File: src/hw/rtl/ffpm_pkg.sv
`default_nettype none
package ffpm_pkg;
	localparam int unsigned FLOW_SCALE = 14062500;
	localparam int unsigned NUM_REGS = 6;

	typedef enum logic [2:0] {
		REG_ML_PER_PULSE = 3'd0,
		REG_MIN_GAP      = 3'd1,
		REG_IDLE_TIMEOUT = 3'd2,
		REG_EMPTY_LIMIT  = 3'd3,
		REG_HOLDOFF      = 3'd4,
		REG_MIN_SPEED    = 3'd5
	} reg_idx_t;

	typedef enum logic [2:0] {
		ST_IDLE,
		ST_MUL,
		ST_DIV,
		ST_UPDATE,
		ST_OUT
	} state_t;

	// controller to datapath
	typedef struct packed {
		logic pulse;
		logic read_prep;
		logic mul;
		logic div_start;
		logic update;
	} cmd_t;

	// datapath to controller
	typedef struct packed {
		logic report;
		logic div_done;
	} stat_t;

	typedef struct packed {
		logic        op;
		logic [31:0] time_us;
		logic        spraying;
		logic [15:0] ground_speed_cms;
	} in_item_t;

	typedef struct packed {
		logic [31:0] flow_ml_per_hour;
		logic [47:0] consumed_ml_q8;
		logic [31:0] total_pulses;
		logic [23:0] period_pulses;
		logic        tank_empty_alarm;
	} out_item_t;
endpackage
`default_nettype wire

File: src/hw/rtl/ffpm_if.sv
`default_nettype none
interface ffpm_in_if;
	logic               valid;
	logic               ready;
	ffpm_pkg::in_item_t data;
	modport source (output valid, output data, input ready);
	modport sink (input valid, input data, output ready);
endinterface

interface ffpm_out_if;
	logic                valid;
	logic                ready;
	ffpm_pkg::out_item_t data;
	modport source (output valid, output data, input ready);
	modport sink (input valid, input data, output ready);
endinterface
`default_nettype wire

File: src/hw/rtl/ffpm_ctrl.sv
`default_nettype none
module ffpm_ctrl (
	input  wire logic          clk,
	input  wire logic          arst_n,
	input  wire logic          in_valid,
	input  wire logic          in_op,
	output logic               in_ready,
	output logic               out_valid,
	input  wire logic          out_ready,
	input  wire ffpm_pkg::stat_t stat,
	output ffpm_pkg::cmd_t     cmd
);
	ffpm_pkg::state_t state_q, state_d;

	always_ff @(posedge clk or negedge arst_n) begin
		if (!arst_n) state_q <= ffpm_pkg::ST_IDLE;
		else state_q <= state_d;
	end

	always_comb begin
		state_d = state_q;
		cmd = '0;
		in_ready = 1'b0;
		out_valid = 1'b0;
		case (state_q)
			ffpm_pkg::ST_IDLE: begin
				in_ready = 1'b1;
				if (in_valid) begin
					if (!in_op) cmd.pulse = 1'b1;
					else begin
						cmd.read_prep = 1'b1;
						state_d = ffpm_pkg::ST_MUL;
					end
				end
			end
			ffpm_pkg::ST_MUL: begin
				if (stat.report) begin
					cmd.mul = 1'b1;
					state_d = ffpm_pkg::ST_DIV;
				end else state_d = ffpm_pkg::ST_IDLE;
			end
			ffpm_pkg::ST_DIV: begin
				cmd.div_start = 1'b1;
				state_d = ffpm_pkg::ST_UPDATE;
			end
			ffpm_pkg::ST_UPDATE: begin
				if (stat.div_done) begin
					cmd.update = 1'b1;
					state_d = ffpm_pkg::ST_OUT;
				end
			end
			ffpm_pkg::ST_OUT: begin
				out_valid = 1'b1;
				if (out_ready) state_d = ffpm_pkg::ST_IDLE;
			end
			default: state_d = ffpm_pkg::ST_IDLE;
		endcase
	end
endmodule
`default_nettype wire

File: src/hw/rtl/ffpm_div.sv
`default_nettype none
// restoring divider, 64 by 32 bits, one quotient bit a cycle
module ffpm_div (
	input  wire logic        clk,
	input  wire logic        arst_n,
	input  wire logic        start,
	input  wire logic [63:0] dividend,
	input  wire logic [31:0] divisor,
	output logic             busy,
	output logic [63:0]      quotient
);
	logic [6:0]  cnt_q;
	logic [63:0] quo_q;
	logic [32:0] rem_q;
	logic [31:0] dvs_q;
	logic [32:0] shifted;
	logic [32:0] diff;

	assign shifted = {rem_q[31:0], quo_q[63]};
	assign diff = shifted - {1'b0, dvs_q};

	always_ff @(posedge clk or negedge arst_n) begin
		if (!arst_n) cnt_q <= '0;
		else if (start) cnt_q <= 7'd64;
		else if (cnt_q != '0) cnt_q <= cnt_q - 7'd1;
	end

	always_ff @(posedge clk) begin
		if (start) begin
			quo_q <= dividend;
			rem_q <= '0;
			dvs_q <= divisor;
		end else if (cnt_q != '0) begin
			if (!diff[32]) begin
				rem_q <= diff;
				quo_q <= {quo_q[62:0], 1'b1};
			end else begin
				rem_q <= shifted;
				quo_q <= {quo_q[62:0], 1'b0};
			end
		end
	end

	assign busy = (cnt_q != '0);
	assign quotient = quo_q;
endmodule
`default_nettype wire

File: src/hw/rtl/ffpm_dp.sv
`default_nettype none
module ffpm_dp #(
	parameter int HISTORY_DEPTH = 5
) (
	input  wire logic               clk,
	input  wire logic               arst_n,
	input  wire ffpm_pkg::cmd_t     cmd,
	output ffpm_pkg::stat_t         stat,
	input  wire ffpm_pkg::in_item_t in_data,
	input  wire logic [15:0]        ml_per_pulse,
	input  wire logic [9:0]         min_gap,
	input  wire logic [31:0]        idle_timeout,
	input  wire logic [7:0]         empty_limit,
	input  wire logic [31:0]        holdoff,
	input  wire logic [15:0]        min_speed,
	output ffpm_pkg::out_item_t     out_data
);
	localparam int IW = $clog2(HISTORY_DEPTH);

	logic        pulse_seen_q, read_started_q, history_full_q, holdoff_started_q;
	logic [31:0] last_pulse_q, gap_sum_q, last_read_q, pulse_total_q, last_alarm_q;
	logic [23:0] counter_q;
	logic [47:0] consumed_q;
	logic [7:0]  hist_q [HISTORY_DEPTH];
	logic [IW-1:0] hidx_q;
	logic        report_q;
	// latched read item
	logic [31:0] rt_q, gap_q;
	logic [23:0] cnt_q;
	logic        rec_q;
	logic [39:0] vol_q;
	logic [63:0] prod;
	logic        div_start_q;
	logic        div_busy;
	logic [63:0] quo;

	logic [31:0] pdelta, rdelta, adelta;
	logic [32:0] gsum;
	assign pdelta = in_data.time_us - last_pulse_q;
	assign rdelta = in_data.time_us - last_read_q;
	assign gsum = {1'b0, gap_sum_q} + {1'b0, pdelta};

	// volume times flow scale, taken by the divider as it starts
	assign prod = {24'd0, vol_q} * 64'(ffpm_pkg::FLOW_SCALE);

	ffpm_div u_div (
		.clk(clk), .arst_n(arst_n), .start(cmd.div_start),
		.dividend(prod), .divisor(gap_q), .busy(div_busy), .quotient(quo)
	);

	always_ff @(posedge clk) div_start_q <= cmd.div_start;
	assign stat.div_done = !div_busy && !div_start_q;
	assign stat.report = report_q;

	// history update and empty check, used at update time
	logic [IW-1:0] hidx_n;
	logic          full_n, empty;
	logic [7:0]    hval;
	logic [7:0]    hnew [HISTORY_DEPTH];
	assign hval = (cnt_q > 24'd255) ? 8'd255 : cnt_q[7:0];
	assign hidx_n = (hidx_q == IW'(HISTORY_DEPTH - 1)) ? '0 : hidx_q + 1'b1;
	assign full_n = history_full_q || (hidx_n == '0);
	always_comb begin
		empty = full_n;
		for (int i = 0; i < HISTORY_DEPTH; i++) begin
			hnew[i] = (IW'(i) == hidx_q) ? hval : hist_q[i];
			if (hnew[i] > empty_limit) empty = 1'b0;
		end
	end
	logic [31:0] alarm_ref;
	assign alarm_ref = holdoff_started_q ? last_alarm_q : rt_q;
	assign adelta = rt_q - alarm_ref;

	logic [48:0] vsum;
	logic [32:0] tsum;
	assign vsum = {1'b0, consumed_q} + {9'd0, vol_q};
	assign tsum = {1'b0, pulse_total_q} + {9'd0, cnt_q};

	always_ff @(posedge clk or negedge arst_n) begin
		if (!arst_n) begin
			pulse_seen_q <= 1'b0; read_started_q <= 1'b0;
			history_full_q <= 1'b0; holdoff_started_q <= 1'b0;
			last_pulse_q <= '0; gap_sum_q <= '0; last_read_q <= '0;
			pulse_total_q <= '0; last_alarm_q <= '0; counter_q <= '0;
			consumed_q <= '0; hidx_q <= '0; report_q <= 1'b0;
			for (int i = 0; i < HISTORY_DEPTH; i++) hist_q[i] <= '0;
		end else begin
			if (cmd.pulse) begin
				if (!pulse_seen_q) begin
					pulse_seen_q <= 1'b1;
					last_pulse_q <= in_data.time_us;
				end else if (pdelta >= {22'd0, min_gap}) begin
					if (counter_q != '1) counter_q <= counter_q + 24'd1;
					gap_sum_q <= gsum[32] ? '1 : gsum[31:0];
					last_pulse_q <= in_data.time_us;
				end
			end
			if (cmd.read_prep) begin
				report_q <= 1'b0;
				if (!read_started_q) begin
					read_started_q <= 1'b1;
					last_read_q <= in_data.time_us;
				end else if (!(rdelta < idle_timeout && counter_q == '0)) begin
					report_q <= 1'b1;
					counter_q <= '0;
					gap_sum_q <= '0;
					last_read_q <= in_data.time_us;
				end
			end
			if (cmd.update) begin
				consumed_q <= vsum[48] ? '1 : vsum[47:0];
				pulse_total_q <= tsum[32] ? '1 : tsum[31:0];
				if (rec_q) begin
					hist_q <= hnew;
					hidx_q <= hidx_n;
					history_full_q <= full_n;
					holdoff_started_q <= 1'b1;
					if (empty && adelta > holdoff) last_alarm_q <= rt_q;
					else last_alarm_q <= alarm_ref;
				end
			end
		end
	end

	always_ff @(posedge clk) begin
		if (cmd.read_prep) begin
			rt_q <= in_data.time_us;
			cnt_q <= counter_q;
			gap_q <= gap_sum_q;
			rec_q <= in_data.spraying && (in_data.ground_speed_cms >= min_speed);
		end
		if (cmd.mul) vol_q <= {16'd0, cnt_q} * {24'd0, ml_per_pulse};
		if (cmd.update) begin
			if (vol_q == '0) out_data.flow_ml_per_hour <= '0;
			else if (gap_q == '0 || quo[63:32] != '0) out_data.flow_ml_per_hour <= '1;
			else out_data.flow_ml_per_hour <= quo[31:0];
			out_data.consumed_ml_q8 <= vsum[48] ? '1 : vsum[47:0];
			out_data.total_pulses <= tsum[32] ? '1 : tsum[31:0];
			out_data.period_pulses <= cnt_q;
			out_data.tank_empty_alarm <= rec_q && empty && (adelta > holdoff);
		end
	end
endmodule
`default_nettype wire

File: src/hw/rtl/fuel_flow_pulse_monitor_unit.sv
`default_nettype none
// Fuel flow pulse monitor.
// Input channel in: op 0 is a pulse edge, op 1 a read tick, with a timestamp.
// Output channel out: one item for each reported read (flow, volume, totals,
// tank-empty alarm). Pulses and unreported reads give nothing.
// A pulse item does not leave the idle state: the block stays ready.
// A reported read goes through a 16x24 multiply, a multiply by the flow
// scale, then a 64-bit restoring divide at one quotient bit a cycle, and
// no new item is taken until its result has been taken. A read that is
// not reported returns to idle with no output.
// The result waits in the output register until taken; no new item is taken
// while it waits (the receiver stalls the input).
// Registers are written over the APB port at byte address 4*index.
// Reset clears all counters, history and timing state and loads the
// register defaults; the block is ready right after reset.
module fuel_flow_pulse_monitor_unit #(
	parameter int HISTORY_DEPTH = 5
) (
	input  wire logic        clk,
	input  wire logic        arst_n,
	ffpm_in_if.sink          in,
	ffpm_out_if.source       out,
	input  wire logic        psel,
	input  wire logic        penable,
	input  wire logic        pwrite,
	input  wire logic [4:0]  paddr,
	input  wire logic [31:0] pwdata,
	output logic [31:0]      prdata,
	output logic             pready
);
	logic [15:0] ml_q, speed_q;
	logic [9:0]  gap_q;
	logic [31:0] idle_q, hold_q;
	logic [7:0]  lim_q;
	logic        wr;
	ffpm_pkg::reg_idx_t ridx;

	assign pready = 1'b1;
	assign wr = psel && penable && pwrite;
	assign ridx = ffpm_pkg::reg_idx_t'(paddr[4:2]);

	always_ff @(posedge clk or negedge arst_n) begin
		if (!arst_n) begin
			ml_q <= 16'd256; gap_q <= 10'd10; idle_q <= 32'd1000000;
			lim_q <= 8'd2; hold_q <= 32'd2000000; speed_q <= 16'd100;
		end else if (wr) begin
			case (ridx)
				ffpm_pkg::REG_ML_PER_PULSE: ml_q <= pwdata[15:0];
				ffpm_pkg::REG_MIN_GAP:      gap_q <= pwdata[9:0];
				ffpm_pkg::REG_IDLE_TIMEOUT: idle_q <= pwdata;
				ffpm_pkg::REG_EMPTY_LIMIT:  lim_q <= pwdata[7:0];
				ffpm_pkg::REG_HOLDOFF:      hold_q <= pwdata;
				ffpm_pkg::REG_MIN_SPEED:    speed_q <= pwdata[15:0];
				default: ;
			endcase
		end
	end

	always_comb begin
		case (ridx)
			ffpm_pkg::REG_ML_PER_PULSE: prdata = {16'd0, ml_q};
			ffpm_pkg::REG_MIN_GAP:      prdata = {22'd0, gap_q};
			ffpm_pkg::REG_IDLE_TIMEOUT: prdata = idle_q;
			ffpm_pkg::REG_EMPTY_LIMIT:  prdata = {24'd0, lim_q};
			ffpm_pkg::REG_HOLDOFF:      prdata = hold_q;
			ffpm_pkg::REG_MIN_SPEED:    prdata = {16'd0, speed_q};
			default:                    prdata = '0;
		endcase
	end

	ffpm_pkg::cmd_t  cmd;
	ffpm_pkg::stat_t stat;

	ffpm_ctrl u_ctrl (
		.clk(clk), .arst_n(arst_n), .in_valid(in.valid), .in_op(in.data.op),
		.in_ready(in.ready), .out_valid(out.valid), .out_ready(out.ready),
		.stat(stat), .cmd(cmd)
	);

	ffpm_dp #(.HISTORY_DEPTH(HISTORY_DEPTH)) u_dp (
		.clk(clk), .arst_n(arst_n), .cmd(cmd), .stat(stat), .in_data(in.data),
		.ml_per_pulse(ml_q), .min_gap(gap_q), .idle_timeout(idle_q),
		.empty_limit(lim_q), .holdoff(hold_q), .min_speed(speed_q),
		.out_data(out.data)
	);

	a_no_accept_while_out: assert property (@(posedge clk) disable iff (!arst_n)
		out.valid |-> !in.ready) else $error("input taken while result pending");
	a_out_holds: assert property (@(posedge clk) disable iff (!arst_n)
		out.valid && !out.ready |=> out.valid && $stable(out.data))
		else $error("result changed under stall");
	a_read_busy: assert property (@(posedge clk) disable iff (!arst_n)
		in.valid && in.ready && in.data.op |=> !in.ready)
		else $error("read item did not hold input");
endmodule
`default_nettype wire
File: src/flat_wrapper.sv
// flat-port wrapper written by rule: the top's interface ports become plain ports
module fuel_flow_pulse_monitor_unit_flat 
#(
	parameter int HISTORY_DEPTH = 5
)
  (clk, arst_n, psel, penable, pwrite, paddr, pwdata, prdata, pready, in_valid, in_data, in_ready, out_valid, out_data, out_ready);
  ffpm_in_if in_i ();
  ffpm_out_if out_i ();
  input  wire logic clk;
  input  wire logic arst_n;
  input  wire logic psel;
  input  wire logic penable;
  input  wire logic pwrite;
  input  wire logic [4:0] paddr;
  input  wire logic [31:0] pwdata;
  output logic [31:0] prdata;
  output logic pready;
  input wire logic [$bits(in_i.valid)-1:0] in_valid;
  input wire logic [$bits(in_i.data)-1:0] in_data;
  output wire logic [$bits(in_i.ready)-1:0] in_ready;
  output wire logic [$bits(out_i.valid)-1:0] out_valid;
  output wire logic [$bits(out_i.data)-1:0] out_data;
  input wire logic [$bits(out_i.ready)-1:0] out_ready;
  assign in_i.valid = in_valid;
  assign in_i.data = in_data;
  assign in_ready = in_i.ready;
  assign out_valid = out_i.valid;
  assign out_data = out_i.data;
  assign out_i.ready = out_ready;
  fuel_flow_pulse_monitor_unit #(.HISTORY_DEPTH(HISTORY_DEPTH)) u_core (.clk(clk), .arst_n(arst_n), .in(in_i), .out(out_i), .psel(psel), .penable(penable), .pwrite(pwrite), .paddr(paddr), .pwdata(pwdata), .prdata(prdata), .pready(pready));
endmodule
File: config.mk
export PLATFORM = sky130hd
export DESIGN_NAME = fuel_flow_pulse_monitor_unit_flat
export DESIGN_NICKNAME = d
export VERILOG_FILES = /design/src/hw/rtl/ffpm_pkg.sv /design/src/hw/rtl/ffpm_if.sv /design/src/hw/rtl/ffpm_ctrl.sv /design/src/hw/rtl/ffpm_div.sv /design/src/hw/rtl/ffpm_dp.sv /design/src/hw/rtl/fuel_flow_pulse_monitor_unit.sv /design/src/flat_wrapper.sv
export SDC_FILE = /design/constraint.sdc
export NUM_CORES = 2
export LEC_CHECK = 0
export BUFFER_PORTS_ARGS = -buffer_cell sky130_fd_sc_hd__buf_2
export CAP_MARGIN = 20
export CORE_ASPECT_RATIO = 0.8
export CORE_MARGIN = 5
export CORE_UTILIZATION = 55
export CTS_BUF_LIST = sky130_fd_sc_hd__clkbuf_4 sky130_fd_sc_hd__clkbuf_8 sky130_fd_sc_hd__clkbuf_16
export CTS_CLUSTER_SIZE = 20
export DETAILED_ROUTE_END_ITERATION = 6
export PLACE_DENSITY = 0.72
export SYNTH_ARGS = -nofsm -noshare
export SYNTH_HDL_FRONTEND = slang
export SYNTH_SLANG_ARGS = --single-unit
export TNS_END_PERCENT = 10
File: constraint.sdc
create_clock -name clk -period 8.1 [get_ports clk]
set_clock_uncertainty 0.2 [all_clocks]
set_input_delay 2.43 -clock clk [delete_from_list [all_inputs] [get_ports clk]]
set_output_delay 2.43 -clock clk [all_outputs]
set_load 0.1 [all_outputs]
Word-level counts from Yosys, hierarchy flattened --
Index checks and enable logic that the tools add are counted.
Storage, ports and cells: register bits after elaboration 799, bits of input ports 94, output and inout bits 172, word-level logic and storage cells 177
Operators by class: add/subtract/negate cells 10, multiply operators 2, magnitude comparators 10, eq/ne operators 21, muxes and demuxes 61, reductions and logical operators 32
Operator list (number):
- $mux 32 | 16
- $pmux 32 s6 | 1
- $mux 24 | 7
- $mux 64 | 2
- $sub 32x32->32 | 3
- $mul 40x22->62 const B | 1
- $add 48x40->49 | 1
- $mux 48 | 1
- $mux 8 | 6
- $gt 8x8->1 | 5
- $logic_not 40->1 | 1
- $mul 24x16->40 | 1
- $add 32x24->33 | 1
- $add 32x32->33 | 1
- $sub 33x32->33 | 1
- $ge 32x10->1 | 1
- $gt 32x32->1 | 1
- $logic_not 32->1 | 1
- $lt 32x32->1 | 1
- $reduce_bool 32->1 | 1
- $add 24x1->24 const B | 1
- $gt 24x8->1 const B | 1
- $logic_not 24->1 | 1
- $ne 24x24->1 const B | 1
- 24 further kinds | 79

Longest topological paths before layout --
depth after elaboration 11, gate-level depth with buffers 32, gate-level depth less buffers 29

Modules after synthesis --
From an unflattened synthesis, not the netlist that was laid out.
Second synthesis, totals: cells, all modules 7071, area, all modules 73299.0 µm²
Modules (own cells, without submodules):
- ffpm_dp | times used 1, cells each 6035, area each 60515.5 µm², seq. area each 15014.4 µm²
- ffpm_div | times used 1, cells each 641, area each 7308.3 µm², seq. area each 3698.5 µm²
- fuel_flow_pulse_monitor_unit | times used 1, cells each 378, area each 5288.8 µm², seq. area each 2879.0 µm²
- ffpm_ctrl | times used 1, cells each 17, area each 186.4 µm², seq. area each 75.1 µm²

Worst setup path after synthesis --
No wires, ideal clock.
path kind in2out, start point in paddr[3], end point out prdata[2], arrival 5.336 ns, setup slack 0.134 ns, stages 4, cell sequence clkbuf_1 > clkbuf_1 > nand2b_1 > o21ai_0
On the way: longest elaborated chain between the ends 2, elaborated cells on any way between the ends 7, classes of those cells eq/ne (5); mux (1); reduce/logical (1)
RTL lines:
- start, declared | RTL line flat_wrapper.sv:14 | input wire logic [4:0] paddr;
- $eq 3x3->1, or another cell as far along | RTL line fuel_flow_pulse_monitor_unit.sv:60 | case (ridx)
- $pmux 32 s6 * | RTL line fuel_flow_pulse_monitor_unit.sv:60
- end, declared | RTL line flat_wrapper.sv:16 | output logic [31:0] prdata;
Every way passes the cells marked *; elsewhere a longest branch is shown, timed or not.

Worst setup path in the final report --
start point reg u_core.u_dp.vol_q[6], end point reg u_core.u_dp.u_div.quo_q[61], in the netlist u_core.u_dp.u_div.quotient[61] (data pin)
On the way: longest elaborated chain between the ends 2
RTL lines:
- start, declared | RTL line ffpm_dp.sv:31 | logic [39:0] vol_q;
- start signal, assigned | RTL line ffpm_dp.sv:132 | if (cmd.mul) vol_q <= {16'd0, cnt_q} * {24'd0, ml_per_pulse};
- $mul 40x22->62 | RTL line ffpm_dp.sv:44 | assign prod = {24'd0, vol_q} * 64'(ffpm_pkg::FLOW_SCALE);
- $mux 64 | RTL line ffpm_div.sv:29 | if (start) begin
- end signal, assigned | RTL line ffpm_div.sv:30 | quo_q <= dividend;
- end signal, assigned | RTL line ffpm_div.sv:36 | quo_q <= {quo_q[62:0], 1'b1};
- end signal, assigned | RTL line ffpm_div.sv:39 | quo_q <= {quo_q[62:0], 1'b0};
- end, declared | RTL line ffpm_div.sv:13 | logic [63:0] quo_q;
No other way between the ends. A chain may end at the register's enable or synchronous reset.

==> impl_metrics.json <==
{
  "outcome": "finished, violations left",
  "violations": "DRC",
  "ys_types": 83,
  "holdBufCountCts": 0,
  "path_class": "reg2reg",
  "die-area_sq_um": 139300,
  "nets": 9139,
  "vias": 54140,
  "gp_congestion": 0.9426,
  "maxCapViolations": 0,
  "yosysMostFrequentCell": "inv_1",
  "initial_utilization_pct": 55.25,
  "yosys-top-cells-area": "fa_1 19%, edfxtp_1 15%, ha_1 14%",
  "routed_wl_um": 188400,
  "syn-num-nets": 8880,
  "fin_tns_setup_ns": 0,
  "antenna_found_initial": 8,
  "start_kind": "flop",
  "grt_first_pass_wirelength_um": 301900,
  "yosysTopAreaCellShare_pct": 18.51,
  "dp_hpwl_um": 147800,
  "post-synth-top-area-cell": "fa_1",
  "io_buffers": 262,
  "cts_inserted_buffers": 87,
  "synth.yosys.seq_area_share_pct": 29.83,
  "worst_ep_required_time_ns": 8.34,
  "grt_usage_pct": 27.13,
  "drtIter0Drc": 4305,
  "cts_htree_levels": 3,
  "drc_errors": 1,
  "hold_depth": 0,
  "ys_ff_latch": 799,
  "fin_crit_sh_pct": 97.01,
  "grt_max_degree": 152,
  "wl_per_cell_um": 20.03,
  "r2r_slack_ns": 0.24,
  "yosys_warnings": 0,
  "grt_pass1_vias": 54730,
  "die-width_um": 416.1,
  "clock_tree.buffer_depth": 3,
  "reg2reg_to": "u_core.u_dp.u_div.quotient[61]",
  "wl_met3_um": 12550,
  "fmax_ghz": 0.1273,
  "relSlewSlack_pct": 30.63,
  "netlist_area_sq_um": 72560,
  "finalHoldViolations": 0,
  "async_flop_share_pct": 50.56,
  "topRoutingLayerUsed": "met5",
  "fp-row-count": 119,
  "holdPathEnd": "u_core.u_dp.u_div.dvs_q[26]",
  "ys_top_cells_by_count": "1105 x inv_1, 797 x ha_1, 684 x nand2_1, 671 x fa_1, 455 x o21ai_0",
  "synth_edf_count": 360,
  "area_growth_pct": 9.529,
  "firstDrtPassIters": 7,
  "worstMarginPinSlew_ns": 1.038,
  "drive_gt1_share_pct": 10.60,
  "core_region_area_sq_um": 131300,
  "syn_inst": 7318,
  "clock_latency_ns": 0.72,
  "setup_viol": 0,
  "route.met2.wl_um": 86210,
  "crit_arrival_ns": 8.10,
  "synthFlopType": "dfrtp_1",
  "period_needed_ns": 7.858,
  "clock-root-buffer": "clkbuf_16",
  "path_max_fanout": 7,
  "hold_start": "u_core.u_dp.gap_q[26]",
  "cts_tree": "yes",
  "ioPinCount": 266,
  "hp-class": "reg2reg",
  "antenna_left": 0,
  "worst_r2r_path_depth": 25,
  "worst_r2r_startpoint": "u_core.u_dp.vol_q[6]",
  "grt_remaining_overflow": 0,
  "die_y_um": 334.9,
  "drv_slew": 0,
  "m1WireLength_um": 84460,
  "vias_per_cell": 5.754,
  "cts_num_sinks": 799,
  "postSynthAreaPerCell_sq_um": 9.915,
  "rsz0062_at_grt": "false",
  "cp-end-kind": "flop",
  "clkTransAtPathRegs_ns": 0.06
}
[stage by stage]
step	worst slack, ns	util, %	cell area (sq um)	hold WS, ns	cells
finish	0.2418	60.52	79480	0.2489	9408
global route	0.04261	60.52	79480	0.2591	9408
CTS	0.2257	60.45	79390	0.2492	9397
detailed placement	-0.2460	58.17	76390	0.2337	9236
global placement	-0.1484	58.15	76360	0.2310	9234
floorplan	0.1337	-	72560	0.2268	7318
[cell families (layout without fill, tap and decap cells)]
group	Yosys count	after routing	synth area share [%]
compound gates	1500	1500	12.73
xor+xnor	301	301	3.633
fa+ha+maj	1468	1468	32.26
buf+inv	1350	1681	7.047
flops	799	799	29.83
mux	243	243	3.683
other cells	1	6	0.005168
simple gates	1656	1656	10.81
[layout by cell type (no fill, tap or decap), drive strengths merged, types with 16 or more instances in the layout]
master and instances:
inv 1112, o31ai 16, nand2 685, o21a 104
clkinv 23, nand4 72, nand2b 60, mux2 152
o22ai 18, a211oi 38, o21ai 457, nand3 127
nor4 32, nor2 263, mux2i 87, a22o 24
edfxtp 360, dfrtp 383, or3 31, dfstp 21
buf 412, xnor2 187, o211ai 26, or2 30
a31oi 84, dfxtp 35, ha 797, a21oi 395
nor3 57, and2 158, nor2b 53, o21bai 46
and3 45, fa 671, clkbuf 122, a21o 161
xor2 114
[worst max-delay path, stage by stage (launching register included)]
cell and delay [ns]:
edfxtp_1 0.58, ha_1 0.44, inv_1 0.07, fa_1 0.47, fa_1 0.55, inv_1 0.06, fa_1 0.41, fa_1 0.49
fa_1 0.49, inv_1 0.05, fa_1 0.57, inv_1 0.06, ha_1 0.36, a21oi_1 0.23, o21ai_0 0.18, o21ai_0 0.27
a211oi_1 0.12, a21oi_1 0.29, o31ai_2 0.14, buf_4 0.16, a311o_1 0.40, a311oi_2 0.34, o21bai_1 0.14, a41oi_1 0.26
xor2_1 0.16, o21ai_0 0.08
[worst max-delay path by stage]
stage / start / endpoint / slack, ns / cells after the start
final: u_core.u_dp.vol_q[6] / u_core.u_dp.u_div.quotient[61] / 0.24 / 25
after global routing: u_core.u_dp.vol_q[6] / u_core.u_dp.u_div.quotient[61] / 0.04 / 26
after CTS: u_core.u_dp.vol_q[6] / u_core.u_dp.u_div.quotient[61] / 0.23 / 25
after detailed placement: in_data[17] / u_core.u_dp.last_read_q[28] / -0.25 / 25
after global placement: in_data[17] / u_core.u_dp.last_read_q[26] / -0.15 / 25
after floorplan: paddr[3] / prdata[2] / 0.13 / 4
[cell type report]
cell class / count / area, sq um
antenna: 5 / 12.51
clock buffer: 121 / 2489
clock inverter: 40 / 503.0
fill: 10920 / 51850
inverter: 1107 / 4163
multi-input combinational: 5169 / 45900
sequential: 799 / 21650
tap: 1754 / 2195
timing repair buffer: 413 / 2566
[registers in the layout, indices dropped and copies added (netlist names), 7 cells and up]
name,cells
u_core.u_dp.counter_q,24
u_core.u_dp.gap_sum_q,32
u_core.u_dp.hist_q,40
u_core.u_dp.last_read_q,32
u_core.gap_q,10
u_core.u_dp.u_div.cnt_q,7
u_core.lim_q,8
u_core.u_dp.rt_q,32
u_core.u_dp.last_alarm_q,32
u_core.u_dp.consumed_q,48
u_core.hold_q,32
u_core.u_dp.u_div.rem_q,32
u_core.u_dp.out_data,137
u_core.u_dp.gap_q,32
u_core.idle_q,32
u_core.u_dp.u_div.quotient,64
u_core.u_dp.cnt_q,24
u_core.u_dp.u_div.dvs_q,32
u_core.ml_q,16
u_core.speed_q,16
u_core.u_dp.pulse_total_q,32
u_core.u_dp.vol_q,40
u_core.u_dp.last_pulse_q,32
[routing by layer]
metal	global-route usage (%)	vias to the layer above
met5	0	-
met4	6.844	2
met3	4.199	280
met2	43.75	1792
met1	38.74	26810
li1	-	25250
[repair_timing]
| action | CTS | global route |
|---|---|---|
| setup endpoints to repair | 0 | 6 |
| gates resized for setup | 0 | 4 |
| buffers inserted | 0 | 2 |
Power is left out: the tool's default activity adds up to more than one toggle a clock period on the data nets, which glitch-free logic cannot reach.
